## src/rtl/bsr_ram.sv

```systemverilog
// ----------------------------------------------------------------------------
// bsr_ram
// Generic single-port synchronous RAM with registered read data.
// ----------------------------------------------------------------------------
module bsr_ram #(
  parameter int WIDTH = 32,
  parameter int DEPTH = 65
) (
  input  logic                     clk_i,
  input  logic                     we_i,
  input  logic [$clog2(DEPTH)-1:0] addr_i,
  input  logic [WIDTH-1:0]         wdata_i,
  output logic [WIDTH-1:0]         rdata_o
);

  logic [WIDTH-1:0] mem_q [DEPTH];

  always_ff @(posedge clk_i) begin
    if (we_i) begin
      mem_q[addr_i] <= wdata_i;
    end
    rdata_o <= mem_q[addr_i];
  end

endmodule

```

## config.mk

```make
export PLATFORM = sky130hd
export DESIGN_NAME = bsr_ram
export DESIGN_NICKNAME = d
export VERILOG_FILES = /design/src/rtl/bsr_ram.sv
export SDC_FILE = /design/constraint.sdc
export NUM_CORES = 2
export LEC_CHECK = 0
export ABC_AREA = 1
export BUFFER_PORTS_ARGS = -buffer_cell sky130_fd_sc_hd__buf_2
export CORE_MARGIN = 1
export CORE_UTILIZATION = 29
export DETAILED_ROUTE_END_ITERATION = 10
export PLACE_DENSITY = 0.42
export SETUP_SLACK_MARGIN = 0.2
export SYNTH_ARGS = -nofsm -noshare
export SYNTH_HDL_FRONTEND = slang
export SYNTH_SLANG_ARGS = --single-unit
```

## constraint.sdc

```tcl
create_clock -name clk_i -period 3.9 [get_ports clk_i]
set_input_delay 0.39 -clock clk_i [delete_from_list [all_inputs] [get_ports clk_i]]
set_output_delay 0.39 -clock clk_i [all_outputs]
set_load 0.1 [all_outputs]
```

==> impl_metrics.json <==
{
  "max_clock_freq_mhz": 423,
  "die_w_um": 554,
  "seq_area_mm2": 0.0631,
  "hp-start": "wdata_i[3]",
  "drt-wirelength-per-cell_um": 22.1,
  "syn_area_mm2": 0.0884,
  "worstReg2RegStart": "mem_q[24][21]$_DFFE_PP_",
  "cts_tree": "yes",
  "grtUsageTotal_pct": 18.1,
  "clock-sinks": 2112,
  "syn-instance-count": 8312,
  "syn_to_final_growth_pct": 15.4,
  "fin_setup_tns_ns": 0,
  "fillers": 30280,
  "die_area_mm2": 0.307,
  "fin_cells": 12632,
  "place_hpwl_mm": 157,
  "worstPathMaxFanout": 32,
  "dieHeight_um": 554,
  "finalHoldViolations": 0,
  "antenna_found_initial": 24,
  "final-max-slew-violation-count": 0,
  "hold_class": "in -> reg",
  "gp_congestion": 0.785,
  "setup_viol": 0,
  "crit_path_end_kind": "register",
  "powerDensity_mw_per_mm2": 483,
  "critPathKind": "in -> reg",
  "ys_seq_elements": 2112,
  "synth_fp_nets": 8353,
  "maxCapViolCount": 0,
  "timing.rr.end": "rdata_o[21]$_DFF_P_",
  "crit_family": "buffers and inverters",
  "grt_pass1_wl_mm": 406,
  "cts.repair.resized": 0,
  "arrival_ns": 2.83,
  "cpPeakStageDelay_ns": 0.61,
  "synth_warnings": 0,
  "drcViolationCount": 0,
  "ys_types": 26,
  "via_count": 56791,
  "initial_utilization_pct": 29.2,
  "vdd_drop_max_mv": 0.478,
  "cp.required_ns": 4.36,
  "period_minus_slack_ns": 2.36,
  "clockRootBuffer": "clkbuf_16",
  "grt_max_degree": 172,
  "place_inst": 12189,
  "dr.pass1.iters": 5,
  "dr.first_iter.drc_count": 4328,
  "worst_setup_path_start_kind": "primary input",
  "portBuffers": 72,
  "status": "completed",
  "boundaryPins": 73,
  "coreArea_mm2": 0.303,
  "final_core_utilization_pct": 33.7,
  "fin_nets": 8494,
  "critical_path_buf_inv_count": 5,
  "layout-drive-gt1-share_pct": 9.95,
  "cts_max_path_buffers": 3,
  "detail-route-antenna-nets": 0,
  "grt_pass1_vias": 55511,
  "rsz0062_at_grt": "false",
  "crit_chain": "dlygate4sd3_1, buf_2, nor2_4, inv_1, nor2_1, inv_1, nor2_4, buf_4",
  "htree_levels": 4,
  "cp_slowest_cell": "buf_4",
  "seq_area_frac_synth_pct": 71.4,
  "min_delay_path_depth": 1,
  "cts-buffers-inserted": 234,
  "overflow": 0,
  "rows": 202,
  "multi_input_area_mm2": 0.0217,
  "leakagePower_nw": 40.6,
  "skew_ns": 0.0374,
  "routed_wl_mm": 279,
  "clk_pin_slew_ns": 0.06,
  "clkLatencyLatePin_ns": 0.87,
  "slew_headroom_pct": 17.6,
  "min_period_over_period_pct": 60.6,
  "vias_per_cell": 4.50,
  "reg2reg_depth": 9,
  "reg2reg_slack_ns": 1.90,
  "worst_pin_slew_ns": 1.24,
  "synth_area_per_cell_um2": 10.6,
  "hold_path_end": "mem_q[20][3]$_DFFE_PP_"
}
worst register-to-register path: stages (launching register included):
cell	delay, ns
edfxtp_1	0.34
or2_2	0.27
nand3_1	0.06
nand2_1	0.09
nor2_1	0.12
nor2_1	0.05
nor2_1	0.40
nand2_1	0.19
nand2_1	0.20
nand3_1	0.14
Yosys cell counts:
master | n | area (µm²)
nand2_1 | 3776 | 14200
a21oi_1 | 7 | 35.0
buf_1 | 29 | 109
buf_2 | 210 | 1050
clkinv_1 | 1 | 3.75
buf_4 | 35 | 263
edfxtp_1 | 2080 | 62500
o21ai_0 | 77 | 385
or2_0 | 2 | 12.5
o211ai_2 | 1 | 12.5
inv_2 | 1 | 3.75
o21ai_1 | 39 | 195
nor2_4 | 1 | 11.3
dfxtp_1 | 32 | 641
buf_8 | 1 | 15.0
inv_1 | 550 | 2060
inv_4 | 2 | 12.5
nand3_1 | 376 | 1880
o211ai_1 | 41 | 308
or2_1 | 65 | 407
nor2_2 | 1 | 6.26
or2_2 | 188 | 1180
nor2_1 | 670 | 2510
buf_6 | 24 | 270
clkbuf_2 | 2 | 10.0
clkbuf_1 | 101 | 379
routing by layer:
metal / share of wire (%) / vias up / GRT usage (%)
met2: 48 / 980 / 30.4
met4: 2.0 / 0 / 4.11
met5: 0 / - / 0
li1: - / 27286 / -
met3: 3.4 / 332 / 1.98
met1: 47 / 28193 / 24.9
cells by family (layout without fill, tap and decap cells):
logic type | Yosys count | count (layout) | share of synthesized area [%]
AND/OR/NAND/NOR | 5079 | 5079 | 22.8
AO/OA/AOI/OAI | 165 | 165 | 1.06
flip-flops | 2112 | 2112 | 71.4
buffers and inverters | 956 | 1289 | 4.73
other | 0 | 9 | 0
per-stage QoR:
step	total power, mW	area [µm²]	setup slack [ns]	hold slack (ns)
global placement	28.8	94800	0.635	0.448
detailed placement	28.8	94800	0.646	0.455
global route	51.0	102000	1.45	0.0345
finish	49.3	102000	1.54	0.0626
floorplan	27.3	88400	0.728	0.435
CTS	49.9	102000	1.54	0.00224
power breakdown:
part	leakage (nW)	internal (mW)	switching, mW
Clock	3.47	11.9	9.04
Combinational	18.1	0.705	2.47
Sequential	19.0	25.0	0.0551
flip-flops by register name, indices dropped and copies added, names as in the netlist:
register,count
mem_q,2080
rdata_o,32
worst max-delay path by stage:
stage	startpoint	endpoint	slack, ns	depth (start not counted)
floorplan	addr_i[1]	mem_q[29][0]$_DFFE_PP_	0.73	9
global placement	addr_i[0]	rdata_o[8]$_DFF_P_	0.63	13
detailed placement	addr_i[0]	rdata_o[8]$_DFF_P_	0.65	13
CTS	rdata_o[9]$_DFF_P_	rdata_o[9]	1.54	1
global route	addr_i[0]	rdata_o[8]$_DFF_P_	1.45	13
finish	addr_i[6]	mem_q[24][18]$_DFFE_PP_	1.54	8
cell type report:
| class | count | area share (%) |
|---|---|---|
| sequential | 2112 | 61.9 |
| timing repair buffer | 307 | 2.94 |
| clock buffer | 324 | 6.24 |
| clock inverter | 104 | 0.745 |
| inverter | 554 | 2.07 |
| antenna | 9 | 0.0221 |
| multi-input combinational | 5244 | 21.2 |
| tap | 3978 | 4.88 |
placed cells by master, fill, tap and decap left out, types with 6 or more instances in the layout:
master and count:
dfxtp_1 32, buf_12 66, inv_1 550, nand2_1 3773, clkbuf_8 9, a21oi_1 7
dlygate4sd3_1 6, clkbuf_1 77, or2_2 188, clkinv_1 60, o21ai_1 39, o21ai_0 77
bufinv_16 10, nor2_1 600, nor2_4 72, edfxtp_1 2080, buf_4 164, clkbuf_16 238
diode_2 9, clkinv_2 26, nand3_1 376, buf_2 68, o211ai_1 41, or2_1 65
timing repair:
item                      4_1_cts  5_1_grt
hold buffers                    6        0
hold endpoints to repair       80        0
buffers inserted                0        0
Power figures use the tool's default switching activity.
