**config.mk**
```make
export PLATFORM = sky130hd
export DESIGN_NAME = bsr_calc
export DESIGN_NICKNAME = d
export VERILOG_FILES = /design/src/rtl/bsr_pkg.sv /design/src/rtl/bsr_calc.sv
export SDC_FILE = /design/constraint.sdc
export NUM_CORES = 2
export LEC_CHECK = 0
export ABC_AREA = 1
export BUFFER_PORTS_ARGS = -buffer_cell sky130_fd_sc_hd__buf_2
export CAP_MARGIN = 20
export CORE_UTILIZATION = 25
export CTS_BUF_LIST = sky130_fd_sc_hd__clkbuf_8
export DETAILED_ROUTE_END_ITERATION = 10
export GPL_ROUTABILITY_DRIVEN = 0
export GPL_TIMING_DRIVEN = 0
export PLACE_DENSITY = 0.39
export SYNTH_ARGS = -nofsm -noshare
export SYNTH_HDL_FRONTEND = slang
export SYNTH_SLANG_ARGS = --single-unit
```
**constraint.sdc**
```tcl
create_clock -name clk_i -period 12.4 [get_ports clk_i]
set_clock_uncertainty 0.2 [all_clocks]
set_input_delay 1.86 -clock clk_i [delete_from_list [all_inputs] [get_ports clk_i]]
set_output_delay 1.86 -clock clk_i [all_outputs]
set_load 0.02 [all_outputs]
```
**src/rtl/bsr_pkg.sv**
```systemverilog
// ----------------------------------------------------------------------------
// bsr_pkg
// Shared constants, types and fixed-point helpers of the Brusselator
// stencil right-hand-side unit.
// ----------------------------------------------------------------------------
package bsr_pkg;

  localparam int GridSize  = 16;
  localparam int RowLen    = 2 * GridSize;
  localparam int GridTotal = 2 * GridSize * GridSize;
  localparam int WinDepth  = 4 * GridSize + 1;

  localparam int POS_W  = $clog2(GridTotal);
  localparam int RC_W   = $clog2(GridSize);
  localparam int ADDR_W = $clog2(WinDepth);
  localparam int IDX_W  = 9;
  localparam int DATA_W = 32;
  localparam int CFG_W  = 31;
  localparam int PROD_W = 66;
  localparam int R_W    = PROD_W - 16;

  localparam logic [1:0] CfgGain  = 2'd0;
  localparam logic [1:0] CfgFeedA = 2'd1;
  localparam logic [1:0] CfgRateB = 2'd2;

  typedef struct packed {
    logic signed [DATA_W-1:0] x;
    logic signed [DATA_W-1:0] up;
    logic signed [DATA_W-1:0] dn;
    logic signed [DATA_W-1:0] lf;
    logic signed [DATA_W-1:0] rt;
    logic signed [DATA_W-1:0] pt;
    logic                     odd;
  } bsr_opnd_t;

  typedef struct packed {
    logic [CFG_W-1:0] gain;
    logic [CFG_W-1:0] feed_a;
    logic [CFG_W-1:0] rate_b;
  } bsr_cfg_t;

  typedef enum logic [1:0] {
    S_IDLE,
    S_READ,
    S_CALC,
    S_EMIT
  } bsr_state_e;

  typedef enum logic [3:0] {
    C_IDLE,
    C_LAP,
    C_MG,
    C_MUU,
    C_UU,
    C_MUUV,
    C_MB,
    C_SUM
  } bsr_calc_e;

  // round to Q16.16: add half, floor-divide by 2^16
  function automatic logic signed [R_W-1:0] round_q16(input logic signed [PROD_W-1:0] p);
    logic signed [PROD_W-1:0] t;
    t = p + PROD_W'(32768);
    return R_W'(t >>> 16);
  endfunction

  function automatic logic signed [DATA_W-1:0] sat32(input logic signed [R_W-1:0] v);
    logic signed [R_W-1:0] hi;
    logic signed [R_W-1:0] lo;
    hi = R_W'(64'sh7FFF_FFFF);
    lo = -R_W'(64'sh8000_0000);
    if (v > hi) return 32'sh7FFF_FFFF;
    else if (v < lo) return 32'sh8000_0000;
    else return DATA_W'(v);
  endfunction

endpackage

```
**src/rtl/bsr_calc.sv**
```systemverilog
// ----------------------------------------------------------------------------
// bsr_calc
// Multi-cycle arithmetic for one derivative: Laplacian from adds and a shift,
// then diffusion and reaction terms through one shared multiplier.
// ----------------------------------------------------------------------------
module bsr_calc import bsr_pkg::*; (
  input  logic                     clk_i,
  input  logic                     rst_ni,
  input  logic                     start_i,
  input  bsr_opnd_t                opnd_i,
  input  bsr_cfg_t                 cfg_i,
  output logic                     done_o,
  output logic signed [DATA_W-1:0] result_o
);

  bsr_calc_e state_q, state_d;

  logic signed [DATA_W-1:0] lap_q, uu_q, res_q;
  logic signed [R_W-1:0]    diff_q, uuv_q;
  logic signed [PROD_W-1:0] prod_q;
  logic signed [32:0]       ma, mb;
  logic signed [DATA_W-1:0] u, v;
  logic signed [34:0]       lap_sum;
  logic signed [R_W-1:0]    bu, r;
  logic [DATA_W-1:0]        b_coef;

  assign u = opnd_i.odd ? opnd_i.pt : opnd_i.x;
  assign v = opnd_i.odd ? opnd_i.x : opnd_i.pt;
  assign b_coef = opnd_i.odd ? {1'b0, cfg_i.rate_b}
                             : {1'b0, cfg_i.rate_b} + DATA_W'(65536);

  assign lap_sum = 35'(opnd_i.up) + 35'(opnd_i.dn) + 35'(opnd_i.lf) + 35'(opnd_i.rt)
                 - (35'(opnd_i.x) <<< 2);

  always_comb begin
    case (state_q)
      C_MG: begin
        ma = $signed({2'b00, cfg_i.gain});
        mb = 33'(lap_q);
      end
      C_MUU: begin
        ma = 33'(u);
        mb = 33'(u);
      end
      C_MUUV: begin
        ma = 33'(uu_q);
        mb = 33'(v);
      end
      C_MB: begin
        ma = $signed({1'b0, b_coef});
        mb = 33'(u);
      end
      default: begin
        ma = '0;
        mb = '0;
      end
    endcase
  end

  assign bu = round_q16(prod_q);
  assign r  = opnd_i.odd ? bu - uuv_q + diff_q
                         : R_W'($signed({1'b0, cfg_i.feed_a})) + uuv_q - bu + diff_q;

  always_comb begin
    state_d = state_q;
    case (state_q)
      C_IDLE:  if (start_i) state_d = C_LAP;
      C_LAP:   state_d = C_MG;
      C_MG:    state_d = C_MUU;
      C_MUU:   state_d = C_UU;
      C_UU:    state_d = C_MUUV;
      C_MUUV:  state_d = C_MB;
      C_MB:    state_d = C_SUM;
      C_SUM:   state_d = C_IDLE;
      default: state_d = C_IDLE;
    endcase
  end

  always_ff @(posedge clk_i or negedge rst_ni) begin
    if (!rst_ni) begin
      state_q <= C_IDLE;
    end else begin
      state_q <= state_d;
    end
  end

  always_ff @(posedge clk_i) begin
    prod_q <= PROD_W'(ma * mb);
    case (state_q)
      C_LAP:  lap_q  <= sat32(R_W'(lap_sum));
      C_MUU:  diff_q <= round_q16(prod_q);
      C_UU:   uu_q   <= sat32(round_q16(prod_q));
      C_MB:   uuv_q  <= round_q16(prod_q);
      C_SUM:  res_q  <= sat32(r);
      default: ;
    endcase
  end

  // hold the last result until the next derivative completes
  assign done_o   = (state_q == C_SUM);
  assign result_o = res_q;

endmodule

```
==> qor.tcl <==
set qor(hold_slack_ps) 343
set qor(track_usage_pct) 24.3
set qor(synth-seq-cells) 250
set qor(postPlaceCellArea_um2) 73500
set qor(end_kind) {register}
set qor(critical_path_peak_fanout) 10
set qor(syn-cell-area_um2) 66300
set qor(synth_top_cell_by_area) {sky130_fd_sc_hd__fa_1}
set qor(syn-instance-count) 8475
set qor(required_time_of_the_worst_setup_path_ps) 12820
set qor(post-synth-top-area-fraction_pct) 41.4
set qor(placementRows) 188
set qor(dominantRegCellSynth) {sky130_fd_sc_hd__edfxtp_1}
set qor(synthesis.nets) 10503
set qor(hold_viol) 0
set qor(ctsHtreeMaxLevel) 2
set qor(cts.reportedPaths.clkPinSlew_ps) 70
set qor(final_common_cell) {sky130_fd_sc_hd__inv_1}
set qor(cts_setup_buffers) 0
set qor(sequential_cell_area_fraction_in_the_yosys_report_pct) 10.5
set qor(clock.fmax_mhz) 81.1
set qor(initialDrtViolationCount) 5475
set qor(n_fill_cell) 29175
set qor(layout_common_cells) {sky130_fd_sc_hd__inv_1 (2026), sky130_fd_sc_hd__nand2_1 (1980), sky130_fd_sc_hd__fa_1 (1371)}
set qor(finish.net_count) 10939
set qor(grt_pass1_vias) 61469
set qor(final_layout_size_suffix_gt1_share_pct) 6.80
set qor(worst_pin_slew_ps) 1270
set qor(initial_core_util_pct) 25.2
set qor(maxCapViolCount) 0
set qor(cts_tree) {built}
set qor(period_share_pct) 99.5
set qor(clk_path_buf_depth) 3
set qor(cts.sink_count) 250
set qor(gr-total-overflow) 0
set qor(buffer_ports.inserted) 321
set qor(dp.final_hpwl_um) 288000
set qor(average_cell_area_after_synthesis_um2) 7.83
set qor(final_period_minus_worst_setup_slack_ps) 12330
set qor(numCtsBuffers) 47
set qor(die_w_um) 517
set qor(rsz_0062_raised_after_global_routing) {yes}
set qor(floorplan.die.height_um) 517
set qor(synth.lib_cells_used.distinct) 59
set qor(netlist_top_cells_area) {sky130_fd_sc_hd__fa_1 (41%), sky130_fd_sc_hd__inv_1 (11%), sky130_fd_sc_hd__nand2_1 (11%)}
set qor(worst_skew_pair.late_latency_ps) 740
set qor(clock_root_cell) {sky130_fd_sc_hd__clkbuf_8}
set qor(design.core.area_um2) 263000
set qor(slew_headroom_pct) 15.5
set qor(number_of_antenna_violations_at_the_first_check_in_global_routing) 21
set qor(setup_total_negative_slack_ps) 0
set qor(num_vias) 58827
set qor(hold_path_class) {reg -> reg}
set qor(crit_path_arrival_time_ps) 12750
set qor(cts.hold.buffers_added) 0
set qor(wire_per_inst_um) 26.0
set qor(timing_worst_setup_path_type) {in -> reg}
set qor(finalSetupViolCount) 0
set qor(pin_count_of_the_biggest_net_entering_global_routing) 37
set qor(post_synth_edffs) 196
set qor(i_o_pin_count) 322
set qor(viasPerCell) 4.71
set qor(number_of_optimization_iterations_in_the_first_detailed_route_pass) 8
set qor(yosys_warnings) 0
set qor(area_of_the_die_um2) 267000
set qor(drt_wl_total_um) 325000
set qor(asyncSetResetFlopFracSynth_pct) 1.20
set qor(timing.critical_path.buf_inv) 14
set qor(crit_path_max_cell_delay_ps) 870
set qor(drc) 0
set qor(cpLargestDelayFamily) {adder cells}
set qor(area_growth_syn_to_layout_pct) 12.6
set qor(place.detailed.instances) 12375
set qor(final_cell_count_no_fill) 12481
set qor(final_slew_violations) 0
set qor(ant_nets) 0
set qor(critical_path.slowest_cell) {sky130_fd_sc_hd__clkdlybuf4s15_1}
set qor(critPathLaunchType) {input port}
set qor(finish.instance_area_um2) 74600
set qor(wire_length_of_the_first_global_routing_pass_um) 457000
set qor(status) {completed}
[per-stage QoR]
step	setup WS [ps]	utilization, %
floorplan	2450	-
global placement	-1930	27.5
detailed placement	-858	27.9
CTS	22.3	28.3
global route	-41.7	28.4
finish	67.1	28.4
[per-layer routing]
layer / vias to the layer above / global-route usage, % / share of wire, %
li1: 25977 / - / -
met1: 29789 / 32.1 / 42
met2: 2495 / 38.3 / 44
met3: 564 / 3.47 / 7.0
met4: 2 / 13.0 / 6.5
met5: - / 0 / 0.0037
[repair_timing]
action	CTS	global route
endpoints found under the hold margin	0	0
gates resized for setup	1	33
setup endpoints to repair	3	22
[Yosys cell counts (all sizes together), types with 2 or more instances]
master and count:
a2111oi 2, a211oi 3, a21boi 7, a21o 9, a21oi 313, a221oi 16, a22o 19, a22oi 4
a31oi 15, and2 2, and3 4, buf 42, clkbuf 180, clkinv 23, dfrtp 3, dfxtp 51
edfxtp 196, fa 1373, ha 366, inv 2041, mux2i 2, nand2 1990, nand3 213, nand3b 11
nand4 72, nor2 1009, nor3 87, nor3b 2, nor4 17, o211ai 2, o21a 15, o21ai 185
o21bai 23, o221a 2, o221ai 2, o31ai 5, or2 12, xnor2 43, xor2 112
[logic make-up (layout without fill, tap and decap cells)]
group | after synthesis | count (layout) | synth area share, %
buf+inv | 2286 | 2761 | 13.1
fa+ha+maj | 1739 | 1739 | 48.4
other cells | 0 | 16 | 0
compound gates | 624 | 624 | 5.28
simple gates | 3419 | 3419 | 20.7
xor+xnor | 155 | 155 | 2.06
mux | 2 | 2 | 0.0302
flops | 250 | 250 | 10.5
[cell type report]
cell class / instances / area, um^2 / area share (%)
antenna: 16 / 40.0 / 0.0536
timing repair buffer: 387 / 2630 / 3.53
tap: 3515 / 4400 / 5.89
multi-input combinational: 5939 / 50800 / 68.1
buffer: 222 / 936 / 1.25
sequential: 250 / 6980 / 9.35
clock inverter: 36 / 330 / 0.443
inverter: 2064 / 7760 / 10.4
clock buffer: 52 / 716 / 0.959
[state kept, by name, indices dropped and copies added (netlist names)]
| register | cells |
|---|---|
| uuv_q | 50 |
| uu_q | 32 |
| lap_q | 32 |
| result_o | 32 |
| prod_q | 51 |
| state_q | 3 |
| diff_q | 50 |
[worst paths after layout]
kind                                         from                endpoint  slack, ps  cells after the start
min in group asynchronous                  rst_ni  state_q[0]$_DFFE_PN0P_        710                      1
max in group asynchronous                  rst_ni  state_q[1]$_DFFE_PN0P_      11180                      1
max                                     opnd_i[0]      prod_q[64]$_DFF_P_         70                     38
min                        state_q[0]$_DFFE_PN0P_  state_q[0]$_DFFE_PN0P_        340                      1
min reg2reg                state_q[0]$_DFFE_PN0P_  state_q[0]$_DFFE_PN0P_        340                      1
max reg2reg                state_q[1]$_DFFE_PN0P_      prod_q[63]$_DFF_P_        400                     29
Power is not shown: default switching activity piles up to over one toggle a cycle in this logic, so the estimate is an artifact.
